==> config.mk <==
export PLATFORM = sky130hd
export DESIGN_NAME = paeg_mul
export DESIGN_NICKNAME = d
export VERILOG_FILES = /design/src/rtl/core/preferential_attachment_edge_gen_core_assert.svh /design/src/rtl/core/paeg_pkg.sv /design/src/rtl/core/paeg_mul.sv
export SDC_FILE = /design/constraint.sdc
export NUM_CORES = 1
export LEC_CHECK = 0
export ABC_AREA = 1
export ABC_CLOCK_PERIOD_IN_PS = 4800
export BUFFER_PORTS_ARGS = -buffer_cell sky130_fd_sc_hd__clkbuf_2
export CAP_MARGIN = 20
export CORE_UTILIZATION = 38
export CTS_CLUSTER_DIAMETER = 60
export DETAILED_ROUTE_END_ITERATION = 7
export RECOVER_POWER = 50
export SYNTH_ARGS = -nofsm -noshare
export SYNTH_HDL_FRONTEND = slang
export SYNTH_SLANG_ARGS = --single-unit
export TNS_END_PERCENT = 100
==> constraint.sdc <==
create_clock -name clk_i -period 4.8 [get_ports clk_i]
set_input_delay 0.24 -clock clk_i [delete_from_list [all_inputs] [get_ports clk_i]]
set_output_delay 0.24 -clock clk_i [all_outputs]
set_load 0.005 [all_outputs]
==> src/rtl/core/preferential_attachment_edge_gen_core_assert.svh <==
`ifndef PREFERENTIAL_ATTACHMENT_EDGE_GEN_CORE_ASSERT_SVH
`define PREFERENTIAL_ATTACHMENT_EDGE_GEN_CORE_ASSERT_SVH

// same-cycle implication, masked while in reset
`define PAEG_ASSERT_IMPLY(lbl, ante, cons) \
  lbl: assert property (@(posedge clk_i) disable iff (!rst_ni) (ante) |-> (cons)) \
    else $error("paeg check failed");

// next-cycle implication, masked while in reset
`define PAEG_ASSERT_NEXT(lbl, ante, cons) \
  lbl: assert property (@(posedge clk_i) disable iff (!rst_ni) (ante) |=> (cons)) \
    else $error("paeg check failed");

`endif

==> src/rtl/core/paeg_pkg.sv <==
package paeg_pkg;

  // field widths
  localparam int DRAW_W     = 10;
  localparam int VTX_OUT_W  = 10;
  localparam int VERTEX_W   = 11;
  localparam int DRAWS_W    = 5;
  localparam int DEG_W      = 16;
  localparam int TOTAL_W    = 21;

  // shared multiplier operands and accumulators
  localparam int PROD_A_W   = 21;
  localparam int PROD_B_W   = 16;
  localparam int PROD_W     = PROD_A_W + PROD_B_W;
  localparam int LHS_W      = TOTAL_W + DRAW_W;
  localparam int RHS_W      = 40;

  localparam logic [DEG_W-1:0]   DEG_MAX   = '1;
  localparam logic [TOTAL_W-1:0] TOTAL_MAX = '1;

  // default sizing
  localparam int DEF_MAX_VERTICES = 1024;
  localparam int DEF_MAX_DRAWS    = 16;

  // configuration port
  localparam int CFG_IDX_W  = 2;
  localparam int CFG_DATA_W = 11;

  localparam logic [CFG_IDX_W-1:0] CFG_NUM_VERTICES     = 2'd0;
  localparam logic [CFG_IDX_W-1:0] CFG_EDGES_PER_VERTEX = 2'd1;
  localparam logic [CFG_IDX_W-1:0] CFG_SEED_CLIQUE_SIZE = 2'd2;

  localparam logic [VERTEX_W-1:0] RST_NUM_VERTICES     = 11'd1024;
  localparam logic [DRAWS_W-1:0]  RST_EDGES_PER_VERTEX = 5'd2;
  localparam logic [VERTEX_W-1:0] RST_SEED_CLIQUE_SIZE = 11'd10;

endpackage

==> src/rtl/core/paeg_mul.sv <==
module paeg_mul import paeg_pkg::*; (
  input  logic                clk_i,
  input  logic [PROD_A_W-1:0] a_i,
  input  logic [PROD_B_W-1:0] b_i,
  output logic [PROD_W-1:0]   p_o
);

  logic [PROD_W-1:0] p_q;

  // registered product, one result per cycle
  always_ff @(posedge clk_i) begin
    p_q <= PROD_W'(a_i) * PROD_W'(b_i);
  end

  assign p_o = p_q;

endmodule

Word-level counts from Yosys, hierarchy flattened:

Index checks and enable logic that the tools add are counted.
Widths: inputs -> output; s select.

* multipliers: 1

Operators by type and width (number)
* $mul 21x16->37: 1

* bits in registers: 37
* bits of input ports: 38
* output and inout bits: 37
* logic and storage cells: 2

Depth between registers and ports, before layout:

Gate-level depths: netlist of run 1.

* depth after elaboration: 1
* gate-level depth with buffers: 27
* mapped depth without buffers: 25

Worst setup path before layout of run 1:

No wires, ideal clock.

* kind: input-to-reg
* from: in a_i[13]
* to: reg p_q[35] (netlist: p_o[35])
* setup time: 112 ps
* data arrival time: 5063 ps
* data required time: 4688 ps
* setup slack: -376 ps
* cell stages on the path: 23
* path through: clkbuf_1 clkbuf_1 nand2_1 fa_1 inv_1 fa_1 inv_1 fa_1 inv_1 fa_1 inv_1 fa_1 inv_1 fa_1 ha_1 a21oi_1 o21ai_0 a21oi_1 nand2_2 nand2_2 nand2_1 nand2_1 nand2_1

* word-level cells in the longest chain between the ends: 1

Ends and longest elaborated chain
* start, declared: line paeg_mul.sv:3 `input logic [PROD_A_W-1:0] a_i,`
* $mul 21x16->37: line paeg_mul.sv:12 `p_q <= PROD_W'(a_i) * PROD_W'(b_i);`
* end signal, assigned: line paeg_mul.sv:12
* end, declared: line paeg_mul.sv:8 `logic [PROD_W-1:0] p_q;`

Every way passes these cells.

Worst setup path in the final report of run 1:

* from: in b_i[3]
* to: reg p_q[34] (netlist: p_o[34])

* word-level cells in the longest chain between the ends: 1

Ends and longest elaborated chain
* start, declared: line paeg_mul.sv:4 `input logic [PROD_B_W-1:0] b_i,`
* $mul 21x16->37: line paeg_mul.sv:12

Every way passes these cells.

==> impl_metrics.py, run 1 <==
metrics = {
    "status": {
        "outcome": "finished with violations",
        "violations": "negative setup slack",
    },
    "critical_path": {
        "cp_num_buf_inv": 9,
        "critPathLaunch": "b_i[3]",
        "crit_end": "p_o[34]",
        "path_class": "input port to flop",
        "worstPathArrival_ns": 5.03,
        "cp_data_required_time_ns": 4.99,
        "endpoint_kind": "flop",
        "crit_top_cell": "fa_1",
        "crit_slowest_cell": "fa_1",
        "cpLargestDelayFamily": "adder cells",
        "slowest_delay_ns": 0.57,
        "start_kind": "input port",
        "crit_fanout": 6,
        "cp_num_cells": 25,
    },
    "final_layout": {
        "n_antenna_cell": 0,
        "final_cell_mix": "inv_1 (510), nand2_1 (447), fa_1 (255)",
        "fin_cells": 2277,
        "layout-drive-gt1-share_pct": 21.7,
        "layout_commonest_cell": "inv_1",
        "area_delta_synth_final_pct": 24.9,
        "n_fill_cell": 3118,
        "largest_reg_flops": 37,
        "fin_nets": 2245,
    },
    "die": {
        "die_area_mm2": 0.0336,
        "coreArea_mm2": 0.0325,
        "start_util_pct": 38.5,
        "pin_count": 75,
        "die_height_um": 183,
        "rows": 66,
        "fp.dieW_um": 183,
    },
    "drt": {
        "dr.pass1.iters": 5,
        "route.detailed.drc": 0,
        "first_iter_violations": 409,
        "via_per_inst": 4.55,
        "routedWlPerCell_um": 14.6,
        "via_count": 10400,
        "ant_nets": 0,
        "wl_mm": 33.2,
    },
    "sta": {
        "hold_viol": 0,
        "hold-worst-slack_ns": 0.475,
        "rsz0062_at_grt": "true",
        "finalMaxSlewViolations": 0,
        "tightest_slew_ns": 0.523,
        "finalSetupViolCount": 4,
        "post-route-period-util_pct": 101,
        "layout_setup_ws_ns": -0.0453,
        "fin_crit_ns": 4.85,
        "timing.setup.tns_ns": -0.0985,
        "fmax_mhz": 206,
        "maxSlewHeadroom_pct": 65.2,
    },
    "logic_synthesis": {
        "synth_area_per_cell_um2": 7.40,
        "synth_top_area_cell": "fa_1",
        "synth_top_area_share_pct": 42.3,
        "ys_top_cells_by_area": "fa_1 (42%), inv_1 (16%), nand2_1 (15%)",
        "ys_seq_elements": 37,
        "yosysWarnings": 0,
        "synthCells": 1688,
        "synth_area_mm2": 0.0125,
        "ys_seq_area_share_pct": 5.93,
        "synth_nets": 2099,
        "synth_cell_type_count": 23,
    },
    "global_route": {
        "antenna_found_initial": 0,
        "gr-usage-met3_pct": 1.19,
        "grt_util_met1_pct": 26.9,
        "grt_use_met2_pct": 36.7,
        "track_usage_pct": 20.4,
        "grt_pass1_vias": 10800,
        "grt-ovfl-total": 0,
        "grt_pass1_wl_mm": 54.2,
        "top_usage_layer": "met2",
        "grt_max_degree": 22,
    },
    "placed_design": {
        "dp_cells": 2254,
        "numPortBuffers": 74,
        "dp_hpwl_mm": 28.9,
        "place.gp.congestion": 0.921,
    },
    "cts": {
        "ctsRootBufferMaster": "clkbuf_16",
        "clk_path_buf_depth": 2,
        "clkTransAtPathRegs_ns": 0.06,
        "cts_max_level": 2,
        "numCtsBuffers": 5,
        "tritoncts": "yes",
        "cts_sinks": 37,
        "cts_hold_buffers": 0,
    },
    "min_path": {
        "hp-class": "input port to flop",
    },
    "job": {
        "maxCapViolations": 0,
    },
}
## worst min path at each step
stage	start	endpoint	cells after the start
final	b_i[0]	p_o[0]	3
after global placement	p_o[2]	p_o[2]	1
after detailed placement	p_o[2]	p_o[2]	1
after CTS	b_i[0]	p_o[0]	3
after global routing	b_i[0]	p_o[0]	3
after floorplan	b_i[0]	p_o[1]	3
## cells in the mapped netlist (all sizes together)
master  count
fa        264
nor2       47
inv       534
o21ai      20
o21bai      2
nand3      25
nor3        7
ha        109
nand2     512
clkbuf     74
a21o        1
a21oi      37
xnor2       1
xor2       18
dfxtp      37
## through the flow
| stage | instance area, um2 | setup slack (ns) | utilization, % |
|---|---|---|---|
| 6_report | 15600 | -0.0453 | 48.1 |
| 5_1_grt | 15600 | -0.220 | 48.1 |
| 4_1_cts | 14900 | -0.00139 | 46.0 |
| 3_5_place_dp | 14400 | -0.557 | 44.5 |
| 3_3_place_gp | 14400 | -0.550 | 44.5 |
| 2_1_floorplan | 13000 | 0.0000768 | - |
## cells by family after synthesis
group,count (synthesis),share of synthesized area (%)
buffers and inverters,608,18.3
AND/OR/NAND/NOR,591,18.7
adder cells (fa/ha/maj),373,53.2
AO/OA/AOI/OAI,60,2.55
flip-flops,37,5.93
XOR/XNOR,19,1.33
## layout make-up
cell class                 count  area (um2)  share of cell area [%]
multi-input combinational   1043       10300                    66.0
tap                          442         553                    3.54
clock inverter                 3        17.5                   0.112
inverter                     534        2000                    12.8
sequential                    37         741                    4.74
timing repair buffer         213        1870                    12.0
clock buffer                   5         125                   0.801
## layer usage
layer  up-vias  share of wire (%)  wire length (um)
li1       4971                  -                 -
met1      5156                 44             14500
met2       200                 52             17200
met3        38                2.8               945
met4         0                1.9               642
met5         -                  0                 0
## repair_timing
| item | 4_1_cts | 5_1_grt |
|---|---|---|
| resized for setup | 73 | 190 |
| cloned | 0 | 2 |
| pin swaps | 17 | 65 |
| buffers inserted | 2 | 11 |
| endpoints found under the setup margin | 24 | 26 |
Power of run 1 is left out: the tool's default activity adds up to more than one toggle a clock period on the data nets, which glitch-free logic cannot reach.
==> run 2, diff against run 1 <==
- ABC_CLOCK_PERIOD_IN_PS: 4800 -> 4500
- clock period: 4.8 -> 4.5 ns (I/O delays scaled with it)
==> run 2 against run 1 <==
Against the previous run: the flow still finishes with violations (negative setup slack); sequential share of layout area shrank 0.18 points; worst setup slack lost 0.33 ns; final cell count grew 0.79%; count of clock-buffer cells in the layout grew 1; die area is the same; core utilization grew 1.8 points; sequential cell count is the same; critical endpoint is now p_o[24].
==> impl_metrics.py, run 2 (synthesis gave the netlist of run 1 again) <==
metrics = {
    "die": {
        "die_area_mm2": 0.0336,
        "coreArea_mm2": 0.0325,
        "die_height_um": 183,
        "start_util_pct": 38.5,
        "fp.dieW_um": 183,
        "rows": 66,
        "pin_count": 75,
    },
    "critical_path": {
        "start_kind": "input port",
        "endpoint_kind": "flop",
        "path_cells": "clkbuf_16 > buf_12 > buf_6 > nand2_4 > fa_1 > inv_2 > fa_1 > fa_1 > inv_2 > fa_2 > inv_2 > fa_2 > fa_2 > ha_4 > nand2_4 > nor2_4 > inv_2 > nor2_1 > nor2_1 > nand2_2 > nand2_2 > nand3_2 > nand2_2",
        "crit_top_cell": "inv_2",
        "path_class": "input port to flop",
        "crit_slowest_cell": "fa_2",
        "crit_fanout": 6,
        "cp_num_buf_inv": 7,
        "cp_data_required_time_ns": 4.68,
        "worstPathArrival_ns": 5.06,
        "slowest_delay_ns": 0.59,
        "cpLargestDelayFamily": "adder cells",
    },
    "job": {
        "maxCapViolations": 0,
    },
    "global_route": {
        "antenna_found_initial": 0,
        "grt_pass1_vias": 10900,
        "grt-ovfl-total": 0,
        "grt_pass1_wl_mm": 55.0,
        "track_usage_pct": 20.4,
        "grt_max_degree": 22,
    },
    "drt": {
        "via_per_inst": 4.49,
        "routedWlPerCell_um": 14.2,
        "wl_mm": 32.5,
        "via_count": 10300,
        "dr.pass1.iters": 6,
        "first_iter_violations": 477,
        "route.detailed.drc": 0,
        "ant_nets": 0,
    },
    "final_layout": {
        "layout-drive-gt1-share_pct": 27.4,
        "final_cell_mix": "inv_1 (474), nand2_1 (414), fa_1 (245)",
        "fin_cells": 2295,
        "n_antenna_cell": 0,
        "finalInstanceArea_mm2": 0.0162,
        "fin_nets": 2263,
        "layout_commonest_cell": "inv_1",
        "area_delta_synth_final_pct": 29.7,
        "largest_reg_flops": 37,
    },
    "min_path": {
        "hp-class": "input port to flop",
    },
    "cts": {
        "ctsRootBufferMaster": "clkbuf_16",
        "numCtsBuffers": 5,
        "tritoncts": "yes",
        "cts_max_level": 2,
        "cts_sinks": 37,
        "clkTransAtPathRegs_ns": 0.06,
        "clk_path_buf_depth": 2,
    },
    "sta": {
        "finalMaxSlewViolations": 0,
        "post-route-period-util_pct": 108,
        "finalSetupViolCount": 25,
        "hold_viol": 0,
        "tightest_slew_ns": 0.442,
        "fmax_mhz": 205,
        "layout_setup_ws_ns": -0.373,
        "fin_crit_ns": 4.87,
        "maxSlewHeadroom_pct": 70.5,
        "rsz0062_at_grt": "true",
        "timing.setup.tns_ns": -5.99,
    },
    "placed_design": {
        "dp_hpwl_mm": 27.9,
        "numPortBuffers": 74,
        "dp_cells": 2263,
        "place.gp.congestion": 0.886,
        "dpl_cell_area_mm2": 0.0146,
        "place_ws_ns": -0.734,
    },
    "status": {
        "outcome": "finished with violations",
        "violations": "negative setup slack",
    },
}
run 2: metrics by stage:
stage | util [%] | hold WS, ns
4_1_cts | 48.3 | 0.426
2_1_floorplan | - | 0.430
3_5_place_dp | 45.0 | 0.596
3_3_place_gp | 45.0 | 0.598
5_1_grt | 50.0 | 0.478
6_report | 50.0 | 0.422
run 2: tightest hold or removal path: stages:
cell and delay (ns):
clkbuf_2 0.28, nand2_1 0.13, inv_1 0.03
run 2: cell type report:
cell class | count | area, um2
fill | 3054 | 16200
multi-input combinational | 1043 | 10600
timing repair buffer | 231 | 2150
inverter | 534 | 2010
sequential | 37 | 741
tap | 442 | 553
clock buffer | 6 | 139
clock inverter | 2 | 37.5
run 2: worst paths after layout:
| path | from | endpoint | cells past startpoint |
|---|---|---|---|
| max | a_i[10] | p_o[24] | 23 |
| min | b_i[0] | p_o[0] | 3 |
run 2: metal layers:
| metal | track usage [%] | vias up | wire length [um] |
|---|---|---|---|
| met5 | 0 | - | 0 |
| met4 | 3.63 | 0 | 405 |
| met3 | 0.794 | 25 | 857 |
| met2 | 34.4 | 159 | 15900 |
| met1 | 29.5 | 5131 | 15300 |
| li1 | - | 4997 | - |
run 2: what timing repair did:
| action | CTS | global route |
|---|---|---|
| setup endpoints to repair | 28 | 28 |
| hold endpoints to repair | 0 | 0 |
| hold buffers | 0 | 0 |
| resized for setup | 177 | 169 |
| cloned | 1 | 1 |
| setup buffers | 14 | 12 |
| pin swaps | 62 | 97 |
Power of run 2 is left out for the same reason.
==> run 3, diff against run 2 <==
- BUFFER_PORTS_ARGS: -buffer_cell sky130_fd_sc_hd__clkbuf_2 -> default
- DONT_BUFFER_PORTS: default -> 1
==> run 3 against run 2 <==
Against the previous run: the run still ends with negative setup slack left; sequential cell count unchanged; critical path type unchanged; non-clock buffer count decreased by 190; count of clock-buffer cells in the layout decreased by 1.
==> impl_metrics.py, run 3 (synthesis gave the netlist of run 1 again) <==
metrics = {
    "status": {
        "outcome": "finished with violations",
        "violations": "negative setup slack",
    },
    "global_route": {
        "grt_max_degree": 22,
        "grt-ovfl-total": 0,
        "track_usage_pct": 20.5,
        "grt_pass1_wl_mm": 54.1,
        "grt_pass1_vias": 10400,
        "antenna_found_initial": 0,
    },
    "drt": {
        "ant_nets": 0,
        "via_per_inst": 4.58,
        "via_count": 9631,
        "dr.pass1.iters": 5,
        "first_iter_violations": 583,
        "route.detailed.drc": 0,
        "routedWlPerCell_um": 15.0,
        "wl_mm": 31.7,
    },
    "final_layout": {
        "largest_reg_flops": 37,
        "layout-drive-gt1-share_pct": 12.5,
        "area_delta_synth_final_pct": 11.5,
        "final_cell_mix": "inv_1 (518), nand2_1 (456), fa_1 (255)",
        "n_antenna_cell": 0,
        "layout_commonest_cell": "inv_1",
        "fin_nets": 2073,
    },
    "placed_design": {
        "place.gp.congestion": 0.863,
        "numPortBuffers": 0,
        "dp_hpwl_mm": 26.2,
    },
    "sta": {
        "maxSlewHeadroom_pct": 80.1,
        "post-route-period-util_pct": 101,
        "tightest_slew_ns": 0.295,
        "finalMaxSlewViolations": 0,
        "timing.setup.tns_ns": -0.180,
        "rsz0062_at_grt": "true",
        "fin_crit_ns": 4.55,
        "layout_setup_ws_ns": -0.0522,
        "finalSetupViolCount": 7,
        "fmax_mhz": 220,
        "hold_viol": 0,
    },
    "min_path": {
        "min_from": "b_i[0]",
        "hold_depth": 2,
        "hp-class": "input port to flop",
    },
    "critical_path": {
        "critPathLaunch": "b_i[1]",
        "crit_fanout": 21,
        "endpoint_kind": "flop",
        "path_cells": "nand2_4 > fa_1 > inv_2 > fa_1 > inv_2 > fa_1 > inv_1 > fa_1 > fa_1 > inv_2 > fa_1 > inv_2 > ha_4 > nand2_4 > nor2_4 > inv_2 > nor2_2 > nand2_1 > nand2_2 > buf_6 > xor2_2",
        "worstPathArrival_ns": 4.77,
        "cp_num_cells": 21,
        "cp_num_buf_inv": 7,
        "cpLargestDelayFamily": "adder cells",
        "start_kind": "input port",
        "crit_top_cell": "fa_1",
        "crit_slowest_cell": "fa_1",
        "slowest_delay_ns": 0.54,
        "path_class": "input port to flop",
        "cp_data_required_time_ns": 4.72,
    },
    "cts": {
        "cts_sinks": 37,
        "tritoncts": "yes",
        "clk_path_buf_depth": 2,
        "ctsRootBufferMaster": "clkbuf_16",
        "cts_hold_buffers": 0,
        "numCtsBuffers": 5,
        "clkTransAtPathRegs_ns": 0.06,
        "cts_max_level": 2,
    },
    "die": {
        "pin_count": 75,
        "die_height_um": 183,
        "start_util_pct": 38.5,
        "coreArea_mm2": 0.0325,
        "fp.dieW_um": 183,
        "die_area_mm2": 0.0336,
        "rows": 66,
    },
    "job": {
        "maxCapViolations": 0,
    },
}
## run 3: cell types whose count changed in the layout (fill, tap and decap cells not counted), sizes merged
cell | before | now
clkbuf | 73 | 5
clkinv | 0 | 1
buf | 164 | 41
## run 3: cell type report
type | count | area [um2]
Fill cell | 3227 | 18500
Sequential cell | 37 | 741
Clock buffer | 5 | 125
Clock inverter | 3 | 46.3
Timing Repair Buffer | 41 | 312
Tap cell | 442 | 553
Inverter | 534 | 2000
Multi-Input combinational cell | 1043 | 10200
## run 3: path summary, 6_finish.rpt
path      end  slack [ns]
min    p_o[0]        0.03
max   p_o[18]       -0.05
## run 3: stage by stage
| stage | area (um2) | hold WS, ns | utilization, % | worst slack, ns | std cells |
|---|---|---|---|---|---|
| after floorplan | 13300 | 0.430 | - | -0.270 | 1688 |
| after global placement | 13500 | 0.328 | 41.5 | -0.354 | 2095 |
| after detailed placement | 13500 | 0.330 | 41.5 | -0.353 | 2095 |
| after CTS | 13700 | 0.0283 | 42.1 | 0.00710 | 2104 |
| after global routing | 13900 | 0.0567 | 43.0 | -0.229 | 2105 |
| final | 13900 | 0.0344 | 43.0 | -0.0522 | 2105 |
## run 3: metal layers
layer | vias up | global-route usage (%) | wire, um
li1 | 4621 | - | -
met4 | 0 | 4.03 | 318
met3 | 22 | 3.00 | 2030
met5 | - | 0 | 0
met2 | 243 | 33.9 | 15100
met1 | 4745 | 28.6 | 14200
## run 3: timing repair
item | CTS | global route
pin swaps | 7 | 24
resized for setup | 6 | 73
setup endpoints to repair | 8 | 26
buffers inserted | 1 | 1
Power of run 3 is left out for the same reason.
